### src/sv/qsh_delay.sv
// Enabled shift line that carries side data alongside the divider stages.
// Uses no package items.
module qsh_delay #(
  parameter int W = 8,
  parameter int D = 4
) (
  input  logic         clk,
  input  logic         en,
  input  logic [W-1:0] din,
  output logic [W-1:0] dout
);

  logic [W-1:0] sh_r [0:D-1];

  always_ff @(posedge clk) begin
    if (en) begin
      sh_r[0] <= din;
    end
  end

  for (genvar k = 1; k < D; k++) begin : g_tap
    always_ff @(posedge clk) begin
      if (en) begin
        sh_r[k] <= sh_r[k-1];
      end
    end
  end

  assign dout = sh_r[D-1];

endmodule

### config.mk
export PLATFORM = sky130hd
export DESIGN_NAME = qsh_delay
export DESIGN_NICKNAME = d
export VERILOG_FILES = /design/src/sv/qsh_delay.sv
export SDC_FILE = /design/constraint.sdc
export NUM_CORES = 1
export LEC_CHECK = 0
export ABC_AREA = 1
export BUFFER_PORTS_ARGS = -buffer_cell sky130_fd_sc_hd__clkbuf_2
export CAP_MARGIN = 5
export CORE_MARGIN = 1
export CORE_UTILIZATION = 28
export CTS_CLUSTER_DIAMETER = 40
export CTS_CLUSTER_SIZE = 10
export DETAILED_ROUTE_END_ITERATION = 8
export PLACE_DENSITY_LB_ADDON = 0.2
export REMOVE_ABC_BUFFERS = 1
export SETUP_SLACK_MARGIN = 0.3
export SYNTH_ARGS = -nofsm -noshare
export SYNTH_HDL_FRONTEND = slang
export SYNTH_SLANG_ARGS = --single-unit
### constraint.sdc
create_clock -name clk -period 1.5 [get_ports clk]
set_input_delay 0.075 -clock clk [delete_from_list [all_inputs] [get_ports clk]]
set_output_delay 0.075 -clock clk [all_outputs]
set_load 0.1 [all_outputs]
Word-level counts from Yosys, hierarchy flattened
Memory sizes are Yosys's and may differ from the RTL's.
Cells that the tools add are included.
{"block": "totals", "memories": 1, "in_bits": 10, "mem_bits_rw": 32, "reg_bits": 0, "out_inout_bits": 8, "word_cells": 3}
{"name": "sh_r", "words": 4, "width": 8, "rd": 4, "rd_ports_with_merged_regs": 0, "write_ports": 4, "line_no": "13", "source": "logic [W-1:0] sh_r [0:D-1];"}
{"block": "op_classes", "muxes": 2}
{"operator": "2-to-1 mux 1 bit", "n": 2}

Depth between registers and ports, before layout
{"block": "depth", "word_depth": 2, "mapped_depth": 0, "ltp_nobuf": 0}

Least setup slack after synthesis
OpenSTA, ideal clock, no wires.
{"block": "synth_path", "path_kind": "reg2out", "start": "memory sh_r[3][0]", "end": "output port dout[0]", "t_arrival_ns": 0.904, "n_path_buf": 0, "stages_incl_launch_ff": 1, "slack_ns": 0.521, "t_required_ns": 1.425, "path_cell_list": "edfxtp_1"}
{"element": "start: declaration", "line_no": "13"}
{"element": "end: declaration", "line_no": "10", "source": "output logic [W-1:0] dout"}

==> flow_summary_export.csv <==
group,metric,value,unit
placed_design,gp_congestion,0.611,
grt,grt_max_degree,33,
grt,grt_pass1_wl,1.29,mm
setup_path,end_kind,"output port",
sta,hold_violations,0,
clock_tree,cts_max_path_buffers,2,
grt,grt-ovfl-total,0,
finish,regArea,961,um^2
route,vias_per_cell,3.64,
status,status,"finished, final reports clean",
setup_path,worst_ep_required_time,1.42,ns
route,via_count,389,
route,first_pass_iters,4,
placed_design,port_buffers,17,
sta,post-route-min-period,1.12,ns
floorplan,dieArea,3670,um^2
floorplan,initial_utilization,0.305,
logic_synthesis,yosysSeqAreaShare,1.00,
clock_tree,htree_num_levels,2,
sta,final_critical_path_setup_slack,0.379,ns
clock_tree,cts_tree,"built",
sta,grt_setup_unrepaired,"false",
logic_synthesis,ys_warn_count,0,
power,vdd_ir_drop_max,0.000407,V
clock_tree,clkTransAtPathRegs,0.08,ns
sta,fin_worst_skew,0.00105,ns
logic_synthesis,ys_ff_latch,32,
clock_tree,insertion_delay,0.30,ns
logic_synthesis,synthesis.area,961,um^2
grt,grt_antenna_before_repair,0,
route,drt_wl_total,876,um
setup_path,startpoint_type,"flip-flop",
sta,max_slew_margin,0.678,
finish,nets,75,
clock_tree,cts.sinks,32,
power,p_int,1.24,mW
setup_path,path_cells,"buf_2",
finish,largest_reg_flops,32,
finish,regMostFlops,"sh_r",
power,p_sw,0.348,mW
route,wire_per_inst,8.19,um
sta,finalSetupViolCount,0,
power,clock_power_share,0.240,
clock_tree,clock-root-buffer,"clkbuf_4",
setup_path,crit_path_max_fanout,1,
power,p_comb_frac,0.091,
sta,slew_violations,0,
sta,fmax,0.892,GHz
sta,fin_crit_sh,0.747,
sta,tightest_slew,0.486,ns
power,sw_frac_of_total,0.219,
route,first_iter_violations,4,
finish,n_antenna_cell,0,
finish,area_growth,27.6,%
route,ant_nets,0,
setup_path,cp_top_family,"buffers and inverters",
sta,fin_tns_setup,0,ns
logic_synthesis,yosysUniqueCellTypes,1,
placed_design,dp_slack,0.639,ns
power,p_leak,0.443,nW
finish,comb.multi_input.count,0,
floorplan,die_x,60.6,um
clock_tree,cts_setup_buffers,0,
setup_path,critPathArrivalTime,1.05,ns
floorplan,fp.dieH,60.6,um
finish,fillCellCount,317,
power,powerDensity,1290,nW/um^2
finish,post-route-util,0.389,
grt,grt_use_total,0.0607,
min_path,hp-class,"in -> reg",
logic_synthesis,syn_avg_cell_area,30.0,um^2
flow_run,maxCapViolations,0,
finish,biggestRegsByFlops,"sh_r x32",
floorplan,rows,20,
route,remaining_drc_errors,0,
setup_path,path_buf_inv,1,
floorplan,top_level_ports,18,
setup_path,cpPeakStageDelay,0.42,ns
grt,grt_pass1_vias,335,
finish,multiInputGateArea,0,um^2
power,seq_power_share,0.670,
floorplan,coreArea,3150,um^2
setup_path,worstSetupPathType,"reg -> out",
logic_synthesis,syn_inst,32,
setup_path,slowest_stage,"buf_2",
clock_tree,cts_buffers,5,
finish,drive_above_1_share,0.365,
-- power groups by stage --
stage | clock network (mW) | logic [mW] | registers [mW]
2_1_floorplan | 0 | 0 | 1.17
3_3_place_gp | 0 | 0.128 | 1.08
3_5_place_dp | 0 | 0.128 | 1.08
4_1_cts | 0.405 | 0.145 | 1.06
5_1_grt | 0.447 | 0.150 | 1.07
6_report | 0.380 | 0.144 | 1.06
-- area by class of cell --
class	instances	share of cell area
Sequential cell	32	0.784
Tap cell	44	0.0449
Timing Repair Buffer	26	0.141
Clock buffer	5	0.0306
-- layer usage --
layer / vias up / track usage / wire [um] / part of all wire
li1: 191 / - / - / -
met1: 174 / 0.0453 / 334 / 0.38
met2: 19 / 0.0785 / 399 / 0.46
met3: 5 / 0.0576 / 93 / 0.11
met4: 0 / 0.0779 / 49 / 0.056
met5: - / 0 / 0 / 0
-- repair_timing --
action / in CTS / in global routing
endpoints found under the hold margin: 8 / 0
setup endpoints to repair: 0 / 8
resized for setup: 0 / 8
hold buffers: 8 / 0
-- worst paths after layout --
path                    from    endpoint  slack, ns  cells past startpoint
setup / recovery  sh_r[3][5]     dout[5]       0.38                      1
hold / removal            en  sh_r[1][0]       0.30                      2
setup reg to reg  sh_r[2][6]  sh_r[3][6]       0.88                      0
hold reg to reg   sh_r[2][2]  sh_r[3][2]       0.42                      0
-- placed cells by master, fill, tap and decap left out --
cell	count
dlygate4sd3_1	8
clkbuf_2	9
buf_4	1
buf_2	8
edfxtp_1	32
clkbuf_4	5
-- cells in the mapped netlist --
master | number | share of area
edfxtp_1 | 32 | 1.0
-- through the flow --
stage	hold slack (ns)	cells	area (um^2)	power, mW
after floorplan	0.174	32	961	1.17
after global placement	0.254	94	1110	1.21
after detailed placement	0.255	94	1110	1.21
after CTS	0.292	107	1230	1.61
after global routing	0.295	107	1230	1.67
final	0.299	107	1230	1.59
-- kinds of logic after synthesis --
group  count (synthesis)  share of synthesized area
DFF                   32                       1.00
Power figures use the tool's default switching activity.
